--- config.mk ---
export PLATFORM = sky130hd
export DESIGN_NAME = step_stats_day_rollover_top
export DESIGN_NICKNAME = d
export VERILOG_FILES = /design/src/ssdr_pkg.sv /design/src/ssdr_sat_add.sv /design/src/ssdr_hist.sv /design/src/step_stats_day_rollover_top.sv
export SDC_FILE = /design/constraint.sdc
export NUM_CORES = 1
export LEC_CHECK = 0
export BUFFER_PORTS_ARGS = -buffer_cell sky130_fd_sc_hd__buf_4
export CORE_ASPECT_RATIO = 2
export CORE_MARGIN = 4
export CORE_UTILIZATION = 60
export CTS_BUF_LIST = sky130_fd_sc_hd__clkbuf_2
export CTS_CLUSTER_DIAMETER = 100
export DETAILED_ROUTE_END_ITERATION = 10
export PLACE_DENSITY = 0.84
export SLEW_MARGIN = 20
export SYNTH_ARGS = -nofsm -noshare
export SYNTH_HDL_FRONTEND = slang
export SYNTH_SLANG_ARGS = --single-unit
--- constraint.sdc ---
create_clock -name aclk -period 14.8 [get_ports aclk]
set_clock_uncertainty 0.15 [all_clocks]
set_input_delay 0.74 -clock aclk [delete_from_list [all_inputs] [get_ports aclk]]
set_output_delay 0.74 -clock aclk [all_outputs]
set_load 0.03 [all_outputs]
--- src/ssdr_pkg.sv ---
// Shared types and constants of the step statistics day-rollover block.
// No dependencies; used by every module of the block.
`default_nettype none

package ssdr_pkg;

    localparam int unsigned CMD_W   = 2;
    localparam int unsigned DAY_W   = 20;
    localparam int unsigned DELTA_W = 16;
    localparam int unsigned CNT_W   = 32;

    // Width of the day difference used by the window test
    localparam int unsigned DIFF_W    = DAY_W + 1;
    // Window reaches back this many days before the stored day
    localparam int unsigned WEEK_BACK = 6;

    localparam int unsigned S_TDATA_W = 40;
    localparam int unsigned M_TDATA_W = 184;

    typedef enum logic [CMD_W-1:0] {
        CMD_ADD   = 2'd0,
        CMD_QUERY = 2'd1,
        CMD_RESET = 2'd2
    } ssdr_cmd_t;

    typedef enum logic [2:0] {
        ST_IDLE,
        ST_ROLL,
        ST_ADD_TODAY,
        ST_ADD_LIFE,
        ST_WALK,
        ST_DRAIN,
        ST_FINISH
    } ssdr_state_t;

    // Control from the sequencer to the history ring
    typedef struct packed {
        logic wr_en;
        logic rd_en;
        logic clr;
    } ssdr_hist_ctl_t;

endpackage

`default_nettype wire

--- src/ssdr_sat_add.sv ---
// Shared 32-bit saturating adder of the step statistics block.
// Depends on ssdr_pkg for the count width.
`default_nettype none

module ssdr_sat_add import ssdr_pkg::*; (
    input  wire logic [CNT_W-1:0] a,
    input  wire logic [CNT_W-1:0] b,
    output logic      [CNT_W-1:0] y
);

    logic [CNT_W:0] sum;

    assign sum = {1'b0, a} + {1'b0, b};
    // Clamp at all ones on carry out
    assign y   = sum[CNT_W] ? {CNT_W{1'b1}} : sum[CNT_W-1:0];

endmodule

`default_nettype wire

--- src/ssdr_hist.sv ---
// History ring of archived days and step counts, with per-entry valid bits.
// Depends on ssdr_pkg; an entry never written since a clear reads as zero.
`default_nettype none

module ssdr_hist import ssdr_pkg::*; #(
    parameter  int unsigned DEPTH = 8,
    localparam int unsigned IW    = (DEPTH > 1) ? $clog2(DEPTH) : 1
) (
    input  wire logic           aclk,
    input  wire logic           aresetn,
    input  wire ssdr_hist_ctl_t ctl,
    input  wire logic [IW-1:0]  wr_addr,
    input  wire logic [DAY_W-1:0] wr_day,
    input  wire logic [CNT_W-1:0] wr_steps,
    input  wire logic [IW-1:0]  rd_addr,
    output logic [DAY_W-1:0]    rd_day,
    output logic [CNT_W-1:0]    rd_steps
);

    logic [DAY_W-1:0] day_mem   [DEPTH];
    logic [CNT_W-1:0] steps_mem [DEPTH];
    logic [DEPTH-1:0] valid_reg;
    logic [DAY_W-1:0] rd_day_reg;
    logic [CNT_W-1:0] rd_steps_reg;

    always_ff @(posedge aclk) begin
        if (!aresetn || ctl.clr) begin
            valid_reg <= '0;
        end else if (ctl.wr_en) begin
            valid_reg[wr_addr] <= 1'b1;
        end
    end

    always_ff @(posedge aclk) begin
        if (ctl.wr_en) begin
            day_mem[wr_addr]   <= wr_day;
            steps_mem[wr_addr] <= wr_steps;
        end
    end

    always_ff @(posedge aclk) begin
        if (ctl.rd_en) begin
            rd_day_reg   <= valid_reg[rd_addr] ? day_mem[rd_addr]   : '0;
            rd_steps_reg <= valid_reg[rd_addr] ? steps_mem[rd_addr] : '0;
        end
    end

    assign rd_day   = rd_day_reg;
    assign rd_steps = rd_steps_reg;

endmodule

`default_nettype wire

--- src/step_stats_day_rollover_top.sv ---
// Top level of the pedometer statistics block: sequencer, state and result register.
// Depends on ssdr_pkg, ssdr_sat_add and ssdr_hist.
//
//  Channel | Dir | Beat                 | Fields (low bit up)
//  s_      | in  | one request per item | tuser: command; tdata: current_day, step_delta
//  m_      | out | one result per item  | tdata: today, week, lifetime, best day,
//          |     |                      |        best week, day_rolled, stored_day
//
// Pace: the block takes one request at a time; the walk over the history ring through
// its single read port, one entry per cycle with each read registered, sets the pace.
// Reset: aresetn is synchronous and active low; it clears the totals, the ring valid
// bits and the result valid flag.
// Stalls: a held result does not block the next request; the sequencer waits in its
// last step only if the previous result is still not taken.
`default_nettype none

module step_stats_day_rollover_top import ssdr_pkg::*; #(
    parameter int unsigned HIST_DAYS = 8
) (
    input  wire logic                 aclk,
    input  wire logic                 aresetn,
    input  wire logic                 s_tvalid,
    output logic                      s_tready,
    // [19:0] current_day, [35:20] step_delta, [39:36] zero
    input  wire logic [S_TDATA_W-1:0] s_tdata,
    // [1:0] command
    input  wire logic [CMD_W-1:0]     s_tuser,
    output logic                      m_tvalid,
    input  wire logic                 m_tready,
    // [31:0] today_steps, [63:32] week_steps, [95:64] lifetime_steps,
    // [127:96] best_day_steps, [159:128] best_week_steps, [160] day_rolled,
    // [180:161] stored_day, [183:181] zero
    output logic [M_TDATA_W-1:0]      m_tdata
);

    localparam int unsigned IW = (HIST_DAYS > 1) ? $clog2(HIST_DAYS) : 1;
    localparam logic [IW-1:0] LAST_IDX = IW'(HIST_DAYS - 1);

    ssdr_state_t state_reg, state_next;

    // Captured request
    logic [CMD_W-1:0]   cmd_reg,   cmd_next;
    logic [DAY_W-1:0]   cur_reg,   cur_next;
    logic [DELTA_W-1:0] delta_reg, delta_next;

    // Statistics state
    logic [CNT_W-1:0] today_reg, today_next;
    logic [DAY_W-1:0] day_reg,   day_next;
    logic [CNT_W-1:0] life_reg,  life_next;
    logic [CNT_W-1:0] bday_reg,  bday_next;
    logic [CNT_W-1:0] bweek_reg, bweek_next;
    logic [IW-1:0]    head_reg,  head_next;

    // Per-item work registers
    logic             rolled_reg, rolled_next;
    logic             upd_reg,    upd_next;
    logic [CNT_W-1:0] acc_reg,    acc_next;
    logic [IW-1:0]    rd_idx_reg, rd_idx_next;
    logic             rd_pend_reg, rd_pend_next;

    // Result register
    logic             m_valid_reg, m_valid_next;
    logic [CNT_W-1:0] out_today_reg, out_week_reg, out_life_reg;
    logic [CNT_W-1:0] out_bday_reg,  out_bweek_reg;
    logic             out_rolled_reg;
    logic [DAY_W-1:0] out_day_reg;
    logic             out_load;

    // Shared adder and ring
    logic [CNT_W-1:0] add_a, add_b, add_y;
    ssdr_hist_ctl_t   hist_ctl;
    logic [DAY_W-1:0] rd_day;
    logic [CNT_W-1:0] rd_steps;
    logic [DIFF_W-1:0] day_diff;
    logic             in_window;
    logic             rolls;

    ssdr_sat_add u_add (
        .a (add_a),
        .b (add_b),
        .y (add_y)
    );

    ssdr_hist #(
        .DEPTH (HIST_DAYS)
    ) u_hist (
        .aclk     (aclk),
        .aresetn  (aresetn),
        .ctl      (hist_ctl),
        .wr_addr  (head_reg),
        .wr_day   (day_reg),
        .wr_steps (today_reg),
        .rd_addr  (rd_idx_reg),
        .rd_day   (rd_day),
        .rd_steps (rd_steps)
    );

    assign s_tready = (state_reg == ST_IDLE);
    assign rolls    = (cur_reg > day_reg);

    // Archived day counts toward the week if it lies one to six days before the stored day
    assign day_diff  = {1'b0, day_reg} - {1'b0, rd_day};
    assign in_window = (rd_day < day_reg) && (day_diff <= DIFF_W'(WEEK_BACK));

    // Load the result register when it is empty or being drained
    assign out_load = (state_reg == ST_FINISH) && (!m_valid_reg || m_tready);

    // Next state
    always_comb begin
        state_next = state_reg;
        unique case (state_reg)
            ST_IDLE: begin
                if (s_tvalid) begin
                    state_next = ST_ROLL;
                end
            end
            ST_ROLL: begin
                state_next = (cmd_reg == CMD_ADD) ? ST_ADD_TODAY : ST_WALK;
            end
            ST_ADD_TODAY: begin
                state_next = ST_ADD_LIFE;
            end
            ST_ADD_LIFE: begin
                state_next = ST_WALK;
            end
            ST_WALK: begin
                if (rd_idx_reg == LAST_IDX) begin
                    state_next = ST_DRAIN;
                end
            end
            ST_DRAIN: begin
                state_next = ST_FINISH;
            end
            ST_FINISH: begin
                if (out_load) begin
                    state_next = ST_IDLE;
                end
            end
            default: begin
                state_next = ST_IDLE;
            end
        endcase
    end

    // Datapath and control outputs
    always_comb begin
        cmd_next     = cmd_reg;
        cur_next     = cur_reg;
        delta_next   = delta_reg;
        today_next   = today_reg;
        day_next     = day_reg;
        life_next    = life_reg;
        bday_next    = bday_reg;
        bweek_next   = bweek_reg;
        head_next    = head_reg;
        rolled_next  = rolled_reg;
        upd_next     = upd_reg;
        acc_next     = acc_reg;
        rd_idx_next  = rd_idx_reg;
        rd_pend_next = 1'b0;
        hist_ctl     = '0;
        add_a        = acc_reg;
        add_b        = '0;

        unique case (state_reg)
            ST_IDLE: begin
                // Capture the request and rewind the ring walk
                if (s_tvalid) begin
                    cmd_next   = s_tuser;
                    cur_next   = s_tdata[DAY_W-1:0];
                    delta_next = s_tdata[DAY_W +: DELTA_W];
                end
                rd_idx_next = '0;
            end
            ST_ROLL: begin
                if (cmd_reg == CMD_RESET) begin
                    // Clear everything and adopt the request day without a rollover
                    today_next   = '0;
                    day_next     = cur_reg;
                    life_next    = '0;
                    bday_next    = '0;
                    bweek_next   = '0;
                    head_next    = '0;
                    hist_ctl.clr = 1'b1;
                    rolled_next  = 1'b0;
                    upd_next     = 1'b0;
                    acc_next     = '0;
                end else begin
                    rolled_next = rolls;
                    upd_next    = rolls || (cmd_reg == CMD_ADD);
                    acc_next    = rolls ? '0 : today_reg;
                    if (rolls) begin
                        // Archive the ended day unless no day was set yet
                        if (day_reg != '0) begin
                            hist_ctl.wr_en = 1'b1;
                            head_next      = (head_reg == LAST_IDX) ? '0 : head_reg + 1'b1;
                        end
                        today_next = '0;
                        day_next   = cur_reg;
                    end
                end
            end
            ST_ADD_TODAY: begin
                add_a      = today_reg;
                add_b      = CNT_W'(delta_reg);
                today_next = add_y;
                acc_next   = add_y;
            end
            ST_ADD_LIFE: begin
                add_a     = life_reg;
                add_b     = CNT_W'(delta_reg);
                life_next = add_y;
                if (today_reg > bday_reg) begin
                    bday_next = today_reg;
                end
            end
            ST_WALK: begin
                hist_ctl.rd_en = 1'b1;
                rd_pend_next   = 1'b1;
                if (rd_idx_reg != LAST_IDX) begin
                    rd_idx_next = rd_idx_reg + 1'b1;
                end
            end
            ST_DRAIN: begin
            end
            ST_FINISH: begin
                // Refresh the best week only when the records were refreshed
                if (out_load && upd_reg && (acc_reg > bweek_reg)) begin
                    bweek_next = acc_reg;
                end
            end
            default: begin
            end
        endcase

        // Accumulate the ring entry read in the previous cycle
        if (rd_pend_reg) begin
            add_a    = acc_reg;
            add_b    = in_window ? rd_steps : '0;
            acc_next = add_y;
        end
    end

    // Result valid flag
    always_comb begin
        m_valid_next = m_valid_reg;
        if (m_valid_reg && m_tready) begin
            m_valid_next = 1'b0;
        end
        if (out_load) begin
            m_valid_next = 1'b1;
        end
    end

    // Control state
    always_ff @(posedge aclk) begin
        if (!aresetn) begin
            state_reg   <= ST_IDLE;
            today_reg   <= '0;
            day_reg     <= '0;
            life_reg    <= '0;
            bday_reg    <= '0;
            bweek_reg   <= '0;
            head_reg    <= '0;
            rd_pend_reg <= 1'b0;
            m_valid_reg <= 1'b0;
        end else begin
            state_reg   <= state_next;
            today_reg   <= today_next;
            day_reg     <= day_next;
            life_reg    <= life_next;
            bday_reg    <= bday_next;
            bweek_reg   <= bweek_next;
            head_reg    <= head_next;
            rd_pend_reg <= rd_pend_next;
            m_valid_reg <= m_valid_next;
        end
    end

    // Payload and work registers
    always_ff @(posedge aclk) begin
        cmd_reg    <= cmd_next;
        cur_reg    <= cur_next;
        delta_reg  <= delta_next;
        rolled_reg <= rolled_next;
        upd_reg    <= upd_next;
        acc_reg    <= acc_next;
        rd_idx_reg <= rd_idx_next;
    end

    // Result register: hold until taken
    always_ff @(posedge aclk) begin
        if (out_load) begin
            out_today_reg  <= today_reg;
            out_week_reg   <= acc_reg;
            out_life_reg   <= life_reg;
            out_bday_reg   <= bday_reg;
            out_bweek_reg  <= (upd_reg && (acc_reg > bweek_reg)) ? acc_reg : bweek_reg;
            out_rolled_reg <= rolled_reg;
            out_day_reg    <= day_reg;
        end
    end

    assign m_tvalid = m_valid_reg;
    assign m_tdata  = {3'b000, out_day_reg, out_rolled_reg, out_bweek_reg, out_bday_reg,
                       out_life_reg, out_week_reg, out_today_reg};

endmodule

`default_nettype wire

* After elaboration in Yosys (flattened, before gate mapping)
Memories as Yosys holds them, arrays and structs flattened. A register that Yosys moved wholly into a read port is not among the register bits. Cells that the tools add are included.
Storage, ports and cells: logic and storage cells 135, bits in writable memories 416, flip-flop bits (word level) 420, output and inout port bits 186, input bits 46, memories kept 2
Operators by class: $lt $le $gt $ge 8, bitwise logic cells 1, $add $sub $neg 4, equality and inequality tests 17, reduce and logical (&&, ||, !) cells 34, mux-type cells 45
Memories:
- u_hist.steps_mem | words 8, width 32, rd ports 1, clocked after Yosys merged registers in 1, wr ports 1, line ssdr_hist.sv:21 | logic [CNT_W-1:0] steps_mem [DEPTH];
- u_hist.day_mem | words 8, width 20, rd ports 1, clocked after Yosys merged registers in 1, wr ports 1, line ssdr_hist.sv:20 | logic [DAY_W-1:0] day_mem [DEPTH];
Operators by type and width (count):
- 2-to-1 mux 32 bit | 11
- one-hot mux 32 bit (2 select lines) | 5
- greater-than comparator 32 bit | 2
- 2-to-1 mux 20 bit | 2
- adder 32 x 32 -> 33 bit | 1
- 2-to-1 mux 3 bit | 9
- <= comparator 21 x 3 -> 1 bit (second input constant) | 1
- one-hot mux 3 bit (7 select lines) | 1
- subtractor 20 x 20 -> 21 bit | 1
- greater-than comparator 20 bit | 1
- < comparator 20 bit | 1
- nonzero test 20 bit | 1
- 2-to-1 mux 16 bit | 1
- == test 3 bit (second input constant) | 5
- nonzero test 2 bit | 7
- 2-to-1 mux 1 bit | 13
- inequality test 2 bit (second input constant) | 6
- AND reduction 3 bit | 4
- < comparator 3 x 4 -> 1 bit (second input constant) | 2
- bitwise OR 8 bit | 1
- AND reduction 2 bit | 4
- logical AND 1 bit | 7
- adder 3 x 1 -> 3 bit (second input constant) | 2
- == test 3 x 2 -> 1 bit (second input constant) | 2
- 14 further kinds | 19

* Depth between registers and ports, before layout
Gate-level depths: netlist of the first run.
depth in word-level cells 9, gate-level depth with buffers 24, mapped depth without buffers 21

* Hierarchy
Synthesis of the first run repeated with hierarchy kept, for this count alone.
Second synthesis, totals: cells, all modules 2743, area total of the unflattened synthesis 38697.1 µm²
Modules (own cells, without submodules):
- step_stats_day_rollover_top | area an instance 19007.0 µm², times used 1, seq. area each 10810.4 µm², cells an instance 1706
- ssdr_hist | area an instance 17747.0 µm², times used 1, seq. area each 14213.6 µm², cells an instance 748
- ssdr_sat_add | area an instance 1943.1 µm², times used 1, seq. area each 0.0 µm², cells an instance 289

* Worst setup path after synthesis of the first run
OpenSTA, ideal clock, no wires.
path kind input port to flip-flop, from input m_tready, to register bweek_reg[10], path slack 3.814 ns, data required time 14.558 ns, buffers on the path 1, arrival 10.744 ns, cell stages on the path 5, path through nand2b_1 nor2b_1 o211ai_1 clkbuf_1 o32ai_1
On the way: cells in the longest elaborated chain, start to end 6
RTL lines:
- start: declaration | line step_stats_day_rollover_top.sv:29 | input wire logic m_tready,
- logical OR 1 bit | line step_stats_day_rollover_top.sv:106 | assign out_load = (state_reg == ST_FINISH) && (!m_valid_reg || m_tready);
- logical AND 1 bit | line step_stats_day_rollover_top.sv:106
- logical AND 1 bit (2 in a row) | line step_stats_day_rollover_top.sv:228 | if (out_load && upd_reg && (acc_reg > bweek_reg)) begin
- inequality test 2 x 1 -> 1 bit (no source line)
- AND reduction 3 bit (no source line)
- end signal: assignment | line step_stats_day_rollover_top.sv:273 | bweek_reg <= bweek_next;
- end: declaration | line step_stats_day_rollover_top.sv:51 | logic [CNT_W-1:0] bweek_reg, bweek_next;
Every way passes these cells. A chain may end at the register's enable or synchronous reset.

* Worst setup path in the final report of the first run
from register day_reg[0], to register acc_reg[29] (data pin)
On the way: cells in the longest elaborated chain, start to end 9
RTL lines:
- start: declaration | line step_stats_day_rollover_top.sv:48 | logic [DAY_W-1:0] day_reg, day_next;
- start signal: assignment | line step_stats_day_rollover_top.sv:270 | day_reg <= day_next;
- subtractor 20 x 20 -> 21 bit | line step_stats_day_rollover_top.sv:102 | assign day_diff = {1'b0, day_reg} - {1'b0, rd_day};
- <= comparator 21 x 3 -> 1 bit | line step_stats_day_rollover_top.sv:103 | assign in_window = (rd_day < day_reg) && (day_diff <= DIFF_W'(WEEK_BACK));
- logical AND 1 bit | line step_stats_day_rollover_top.sv:103
- 2-to-1 mux 32 bit | line step_stats_day_rollover_top.sv:239 | add_b = in_window ? rd_steps : '0;
- 2-to-1 mux 32 bit | line step_stats_day_rollover_top.sv:237 | if (rd_pend_reg) begin
- adder 32 x 32 -> 33 bit | line ssdr_sat_add.sv:13 | assign sum = {1'b0, a} + {1'b0, b};
- 2-to-1 mux 32 bit | line ssdr_sat_add.sv:15 | assign y = sum[CNT_W] ? {CNT_W{1'b1}} : sum[CNT_W-1:0];
- one-hot mux 32 bit (2 select lines) | line step_stats_day_rollover_top.sv:165 | unique case (state_reg)
- 2-to-1 mux 32 bit * | line step_stats_day_rollover_top.sv:237
- via acc_next[29] | line step_stats_day_rollover_top.sv:57 | logic [CNT_W-1:0] acc_reg, acc_next;
- end signal: assignment | line step_stats_day_rollover_top.sv:287 | acc_reg <= acc_next;
- end: declaration | line step_stats_day_rollover_top.sv:57
The timed path passes the listed nets; every way through them passes the cells marked *.

==> metrics.yaml, run 1 <==
status: "finished clean"
yosysWarningCount: 0
grt_max_degree: 81
num_vias: 26300
dieArea_um2: 68800
fin_nets: 3329
post-place-ws_ns: 7.04
cp_max_fo: 17
rows: 131
worst_pin_slew_ns: 1.16
clkSlewWorstSetupHoldPaths_ns: 0.14
root_buffer: "clkbuf_2"
top_register: "u_hist.steps_mem"
hold_path_class: "in2reg"
final_cells: 4096
antenna_found_initial: 2
clock_path_buffers: 3
gr-usage-all-layers: 0.302
postRouteAntennaNets: 0
clock-sinks: 888
dr.pass1.iters: 9
die_w_um: 187
routed_via_density: 6.43
grt_pass1_wl_um: 159000
tritoncts: "yes"
first_global_vias: 27900
required_ns: 15.72
top_regs: "u_hist.steps_mem (256), u_hist.day_mem (160)"
min_period_ns: 8.19
core_area_um2: 63800
syn_to_final_growth_pct: 14.1
htreeDepth: 4
crit_buf_inv: 2
grt-ovfl-total: 0
slowest_stage: "nand4b_1"
rsz0062_at_grt: "no"
fmax_mhz: 122
setup_violations: 0
maxSlewViolCount: 0
start_util: 0.606
synthDistinctLibCells: 83
min_period_over_period: 0.554
drtIter0Drc: 2627
worst_slew_margin_rel: 0.224
die_y_um: 367
dp.cells: 3674
wl_um: 105000
yosysSeqAreaShare: 0.648
cts_buffers: 181
mappedNetlistArea_um2: 38600
power_leakage_nw: 15.8
max_cap_violations: 0
crit_arrival_ns: 9.11
end_kind: "flip-flop"
critical-path-top-delay-family: "compound AO/OA/AOI/OAI gates"
setup_tns_ns: 0
worstPathCellList: "inv_1, ha_1, fa_1, nor2b_1, o21ai_1, a21oi_1, o31a_1, o41ai_1, xnor2_2, buf_4, nand4b_1, o21ai_1, ha_1, nand3_1, nor3_1, nand3_1, a21oi_1, o21ai_0, a21oi_1, mux2i_1, nand3_1"
ys_seq_elements: 888
finalWorstSetupSlack_ns: 6.61
drc_errors: 0
hold_violations: 0
worstSkewPairLatency_ns: 1.36
ys.flop_type: "edfxtp_1"
async_reset_ff_frac: 0
largest_register_ffs: 256
crit_type: "reg2reg"
cpPeakStageDelay_ns: 0.91
gp_congestion: 0.992
io_buffers: 224
cts-resized-gates: 0
max-vdd-ir-drop_uv: 101
routedWlPerCell_um: 25.6
power_density_nw_per_um2: 119
synth_area_per_cell_um2: 14.1
dp_hpwl_um: 70200
postLayoutCoreUtil: 0.691
num_io_pins: 232
syn_inst: 2734
drive_gt1_frac: 0.222
synth_edf_count: 724
cp-start-kind: "flip-flop"
worst reg2reg max path: stages, from the launching register on:
cell and delay, ns:
dfxtp_1 0.70, inv_1 0.10, ha_1 0.25, fa_1 0.39
nor2b_1 0.17, o21ai_1 0.12, a21oi_1 0.30, o31a_1 0.37
o41ai_1 0.16, xnor2_2 0.16, buf_4 0.25, nand4b_1 0.91
o21ai_1 0.61, ha_1 0.27, nand3_1 0.22, nor3_1 0.77
nand3_1 0.15, a21oi_1 0.67, o21ai_0 0.37, a21oi_1 0.54
mux2i_1 0.25, nand3_1 0.09
synth_stat cells, types with 22 or more instances:
master / number / share of area
edfxtp_1: 724 / 0.56
nor2_1: 165 / 0.016
dfxtp_1: 164 / 0.085
inv_1: 155 / 0.015
nand2_1: 141 / 0.014
ha_1: 140 / 0.045
mux2i_1: 128 / 0.033
a21oi_1: 122 / 0.016
clkbuf_1: 119 / 0.012
mux4_2: 106 / 0.062
nand3_1: 87 / 0.011
o21ai_0: 74 / 0.0096
a21o_1: 52 / 0.010
nand4_1: 41 / 0.0066
a22o_1: 38 / 0.0086
a22oi_1: 35 / 0.0068
o32ai_1: 34 / 0.0077
nand2b_1: 30 / 0.0049
o21ai_1: 22 / 0.0029
report_power, final:
part	leakage, nW	switching, W	total [W]	internal [W]
registers	7.75	0.0000683	0.00285	0.00278
clock network	1.34	0.000943	0.00157	0.000626
logic	6.74	0.000505	0.000824	0.000319
worst paths after layout:
check / start / to / slack (ns) / depth (start not counted)
worst max register to register: day_reg[0]$_SDFFE_PN0P_ / acc_reg[29]$_DFFE_PP_ / 6.61 / 21
worst min-delay path: s_tvalid / state_reg[0]$_SDFFE_PN0P_ / 0.20 / 4
worst max-delay path: day_reg[0]$_SDFFE_PN0P_ / acc_reg[29]$_DFFE_PP_ / 6.61 / 21
worst min register to register: bday_reg[26]$_SDFFE_PN0P_ / out_bday_reg[26]$_DFFE_PP_ / 0.27 / 0
routing by layer:
metal	share of wire	GRT usage
met2	0.53	0.546
met5	0	0
met3	0.076	0.0601
met4	0.067	0.195
met1	0.33	0.318
area by class of cell:
class,instances,area [um2]
well taps,798,998
flip-flops and latches,888,25000
diodes,2,5.00
clock buffers,250,1250
clock inverters,88,616
multi-input cells,1544,12600
fillers,4145,19700
repair buffers,370,3020
inverters,156,586
metrics by stage:
stage	instance area, um2	total power [W]	hold WS, ns
finish	44100	0.00524	0.205
global route	44100	0.00547	0.162
CTS	44000	0.00525	0.00797
detailed placement	41300	0.00370	0.297
global placement	41300	0.00366	0.256
floorplan	38600	0.00344	0.250
cell usage in the layout, fill, tap and decap left out, types with 11 or more instances in the layout:
cell type,instances
edfxtp_1,724
buf_4,288
clkbuf_2,250
dfxtp_1,164
inv_1,154
nor2_1,152
nand2_1,141
ha_1,140
mux2i_1,127
a21oi_1,122
mux4_2,106
nand3_1,87
dlygate4sd3_1,79
o21ai_0,73
clkinv_1,54
a21o_1,52
nand4_1,41
a22o_1,38
a22oi_1,35
o32ai_1,34
nand2b_1,30
o21ai_1,23
o2bb2ai_1,21
o21a_1,20
clkinv_2,19
nor3_1,18
o211ai_1,18
nor2b_1,17
or3_1,16
a211oi_1,11
and2_1,11
xnor2_1,11
timing repair:
action,in CTS,in global routing
setup buffers,0,0
hold buffers,79,0
hold endpoints to repair,102,0
kinds of logic after synthesis:
group / after synthesis / share of synthesized area
multiplexers: 234 / 0.0950
XOR/XNOR: 22 / 0.00518
adder cells (fa/ha/maj): 142 / 0.0464
AND/OR/NAND/NOR: 601 / 0.0780
AO/OA/AOI/OAI: 542 / 0.0972
other: 1 / 0.0000971
buffers and inverters: 304 / 0.0305
flip-flops: 888 / 0.648
Power figures use the tool's default switching activity.
==> run 2, diff against run 1 <==
--- a/config.mk
+++ b/config.mk
@@ -5,14 +5,15 @@
 export SDC_FILE = /design/constraint.sdc
 export NUM_CORES = 1
 export LEC_CHECK = 0
+export ABC_AREA = 1
 export BUFFER_PORTS_ARGS = -buffer_cell sky130_fd_sc_hd__buf_4
 export CORE_ASPECT_RATIO = 2
 export CORE_MARGIN = 4
-export CORE_UTILIZATION = 60
+export CORE_UTILIZATION = 57
 export CTS_BUF_LIST = sky130_fd_sc_hd__clkbuf_2
 export CTS_CLUSTER_DIAMETER = 100
 export DETAILED_ROUTE_END_ITERATION = 10
-export PLACE_DENSITY = 0.84
+export PLACE_DENSITY = 0.83
 export SLEW_MARGIN = 20
 export SYNTH_ARGS = -nofsm -noshare
 export SYNTH_HDL_FRONTEND = slang
==> constraint.sdc (replaced) <==
create_clock -name aclk -period 6.7 [get_ports aclk]
set_clock_uncertainty 0.15 [all_clocks]
set_input_delay 0.335 -clock aclk [delete_from_list [all_inputs] [get_ports aclk]]
set_output_delay 0.335 -clock aclk [all_outputs]
set_load 0.03 [all_outputs]
==> run 2 against run 1 <==
Against the previous run:
- global-route usage increased by 1.5 points
- count of clock-buffer cells in the layout increased by 9
- final cell count increased by 32%
- sequential share of layout area decreased by 2.0 points
- critical path depth increased by 7
- routed wire length increased by 16%
- clock power increased by 130%
- worst hold slack got worse by 0.039 ns
- register-to-register slack got worse by 6.0 ns
- worst setup slack got worse by 6.0 ns
- sequential power increased to 2.7 times the previous value
- final area increased by 3.7%
- critical endpoint is now acc_reg[24]$_DFFE_PP_
==> metrics.yaml, run 2 <==
p_int_w: 0.0106
post-place-ws_ns: 0.831
ys.flop_type: "edfxtp_1"
die_w_um: 195
setup_violations: 0
min_period_over_period: 0.906
max_cap_violations: 0
final_cell_mix: "nand2_1, edfxtp_1, inv_1, nor2_1, o21ai_0"
p_sw_w: 0.00781
num_vias: 32100
ff2ff_setup_slack_ns: 0.63
routedWlPerCell_um: 22.4
grt-ovfl-total: 0
grt_pass1_wl_um: 181000
power_leakage_nw: 18.7
max-vdd-ir-drop_uv: 399
yosysWarningCount: 0
mappedNetlistArea_um2: 40000
crit_arrival_ns: 7.03
clock_path_buffers: 3
wl_um: 121000
startpoint: "day_reg[0]$_SDFFE_PN0P_"
clock-sinks: 888
synth_top_area_frac: 0.544
cp_common_cell: "nand2_1"
antenna_found_initial: 6
rows: 137
slowest_stage: "dfxtp_1"
synthDistinctLibCells: 48
root_buffer: "clkbuf_2"
postRouteAntennaNets: 0
finalWorstSetupSlack_ns: 0.632
drc_errors: 0
async_reset_ff_frac: 0
critical-path-top-delay-family: "simple AND/OR/NAND/NOR gates"
synth_edf_count: 724
power_frac_comb: 0.383
final_common_cell: "nand2_1"
cp-start-kind: "flip-flop"
seqPwrFrac: 0.424
core_area_um2: 69600
synth_common_cells: "nand2_1, edfxtp_1, inv_1"
busiest_layer: "met2"
min_from: "s_tdata[22]"
cts_buffers: 182
fin_nets: 4531
grtUsageMet1: 0.353
drtIter0Drc: 3419
syn_inst: 3935
num_io_pins: 232
rsz0062_at_grt: "no"
crit_buf_inv: 4
setup_tns_ns: 0
htreeDepth: 4
gr-usage-all-layers: 0.317
ys_seq_elements: 888
synth_most_common_cell: "nand2_1"
hold_violations: 0
worstReg2RegStart: "day_reg[0]$_SDFFE_PN0P_"
clkSlewWorstSetupHoldPaths_ns: 0.13
grt_max_degree: 216
cp_max_fo: 15
worst_pin_slew_ns: 1.11
status: "finished clean"
first_global_vias: 32000
crit_type: "reg2reg"
required_ns: 7.66
hold_path_class: "in2reg"
routed_via_density: 5.93
post_cts_buffers: 0
yosys.area.top_type: "edfxtp_1"
tritoncts: "yes"
dr.pass1.iters: 8
drive_gt1_frac: 0.155
yosysSeqAreaShare: 0.626
use_met2: 0.540
grt.met3_usage: 0.0537
ys_top_cells_by_area: "edfxtp_1, dfxtp_1, nand2_1"
start_util: 0.574
cts-resized-gates: 0
gp_congestion: 0.991
top_register: "u_hist.steps_mem"
worstSkewPairLatency_ns: 1.45
end_kind: "flip-flop"
dieArea_um2: 74600
io_buffers: 224
hold_buffers: 107
fmax_mhz: 165
largest_register_ffs: 256
synth_area_per_cell_um2: 10.2
top_regs: "u_hist.steps_mem (256), u_hist.day_mem (160)"
die_y_um: 382
maxSlewViolCount: 0
worst_slew_margin_rel: 0.258
swShare: 0.423
syn_to_final_growth_pct: 14.4
dp_hpwl_um: 76600
min_period_ns: 6.07
cpPeakStageDelay_ns: 0.55
power_density_nw_per_um2: 404
clock_power_share: 0.193
[run 2: layer usage]
| metal | share of wire | vias to the layer above |
|---|---|---|
| li1 | - | 14500 |
| met2 | 0.50 | 1912 |
| met3 | 0.083 | 448 |
| met5 | 0 | - |
| met1 | 0.34 | 15200 |
| met4 | 0.085 | 0 |
[run 2: logic make-up after synthesis]
logic type,share of synthesized area
compound gates,0.113
xor+xnor,0.00457
fa+ha+maj,0.0448
buf+inv,0.0580
flops,0.626
other cells,0.0000939
simple gates,0.153
[run 2: cell type report]
| cell class | instances | area, um2 |
|---|---|---|
| Sequential cell | 888 | 25000 |
| Fill cell | 5243 | 23900 |
| Multi-Input combinational cell | 2450 | 12700 |
| Timing Repair Buffer | 416 | 3430 |
| Inverter | 405 | 1530 |
| Clock buffer | 259 | 1300 |
| Tap cell | 903 | 1130 |
| Clock inverter | 80 | 581 |
| Antenna cell | 4 | 10.0 |
[run 2: stage by stage]
step | total power, W | util | instances | cell area, um2 | hold slack (ns)
global route | 0.0195 | 0.657 | 5404 | 45700 | 0.0772
detailed placement | 0.0147 | 0.614 | 4955 | 42700 | 0.267
finish | 0.0185 | 0.657 | 5405 | 45700 | 0.166
global placement | 0.0145 | 0.614 | 4955 | 42700 | 0.284
floorplan | 0.0122 | - | 3937 | 40000 | 0.250
CTS | 0.0183 | 0.656 | 5401 | 45700 | 0.0173
[run 2: path summary, 6_finish.rpt]
kind	end	depth (start not counted)
worst max-delay path	acc_reg[24]$_DFFE_PP_	28
worst min-delay path	delta_reg[2]$_DFFE_PP_	3
worst max register to register	acc_reg[24]$_DFFE_PP_	28
worst min register to register	out_life_reg[23]$_DFFE_PP_	0
[run 2: worst min-delay path: stages]
cell,delay (ns)
dlygate4sd3_1,0.55
buf_4,0.11
dlygate4sd3_1,0.54
[run 2: power groups by stage]
stage / Clock [W] / Sequential [W] / Combinational [W]
floorplan: 0 / 0.00778 / 0.00444
global placement: 0 / 0.00789 / 0.00663
detailed placement: 0 / 0.00790 / 0.00679
CTS: 0.00359 / 0.00779 / 0.00689
global route: 0.00385 / 0.00788 / 0.00775
finish: 0.00356 / 0.00782 / 0.00707
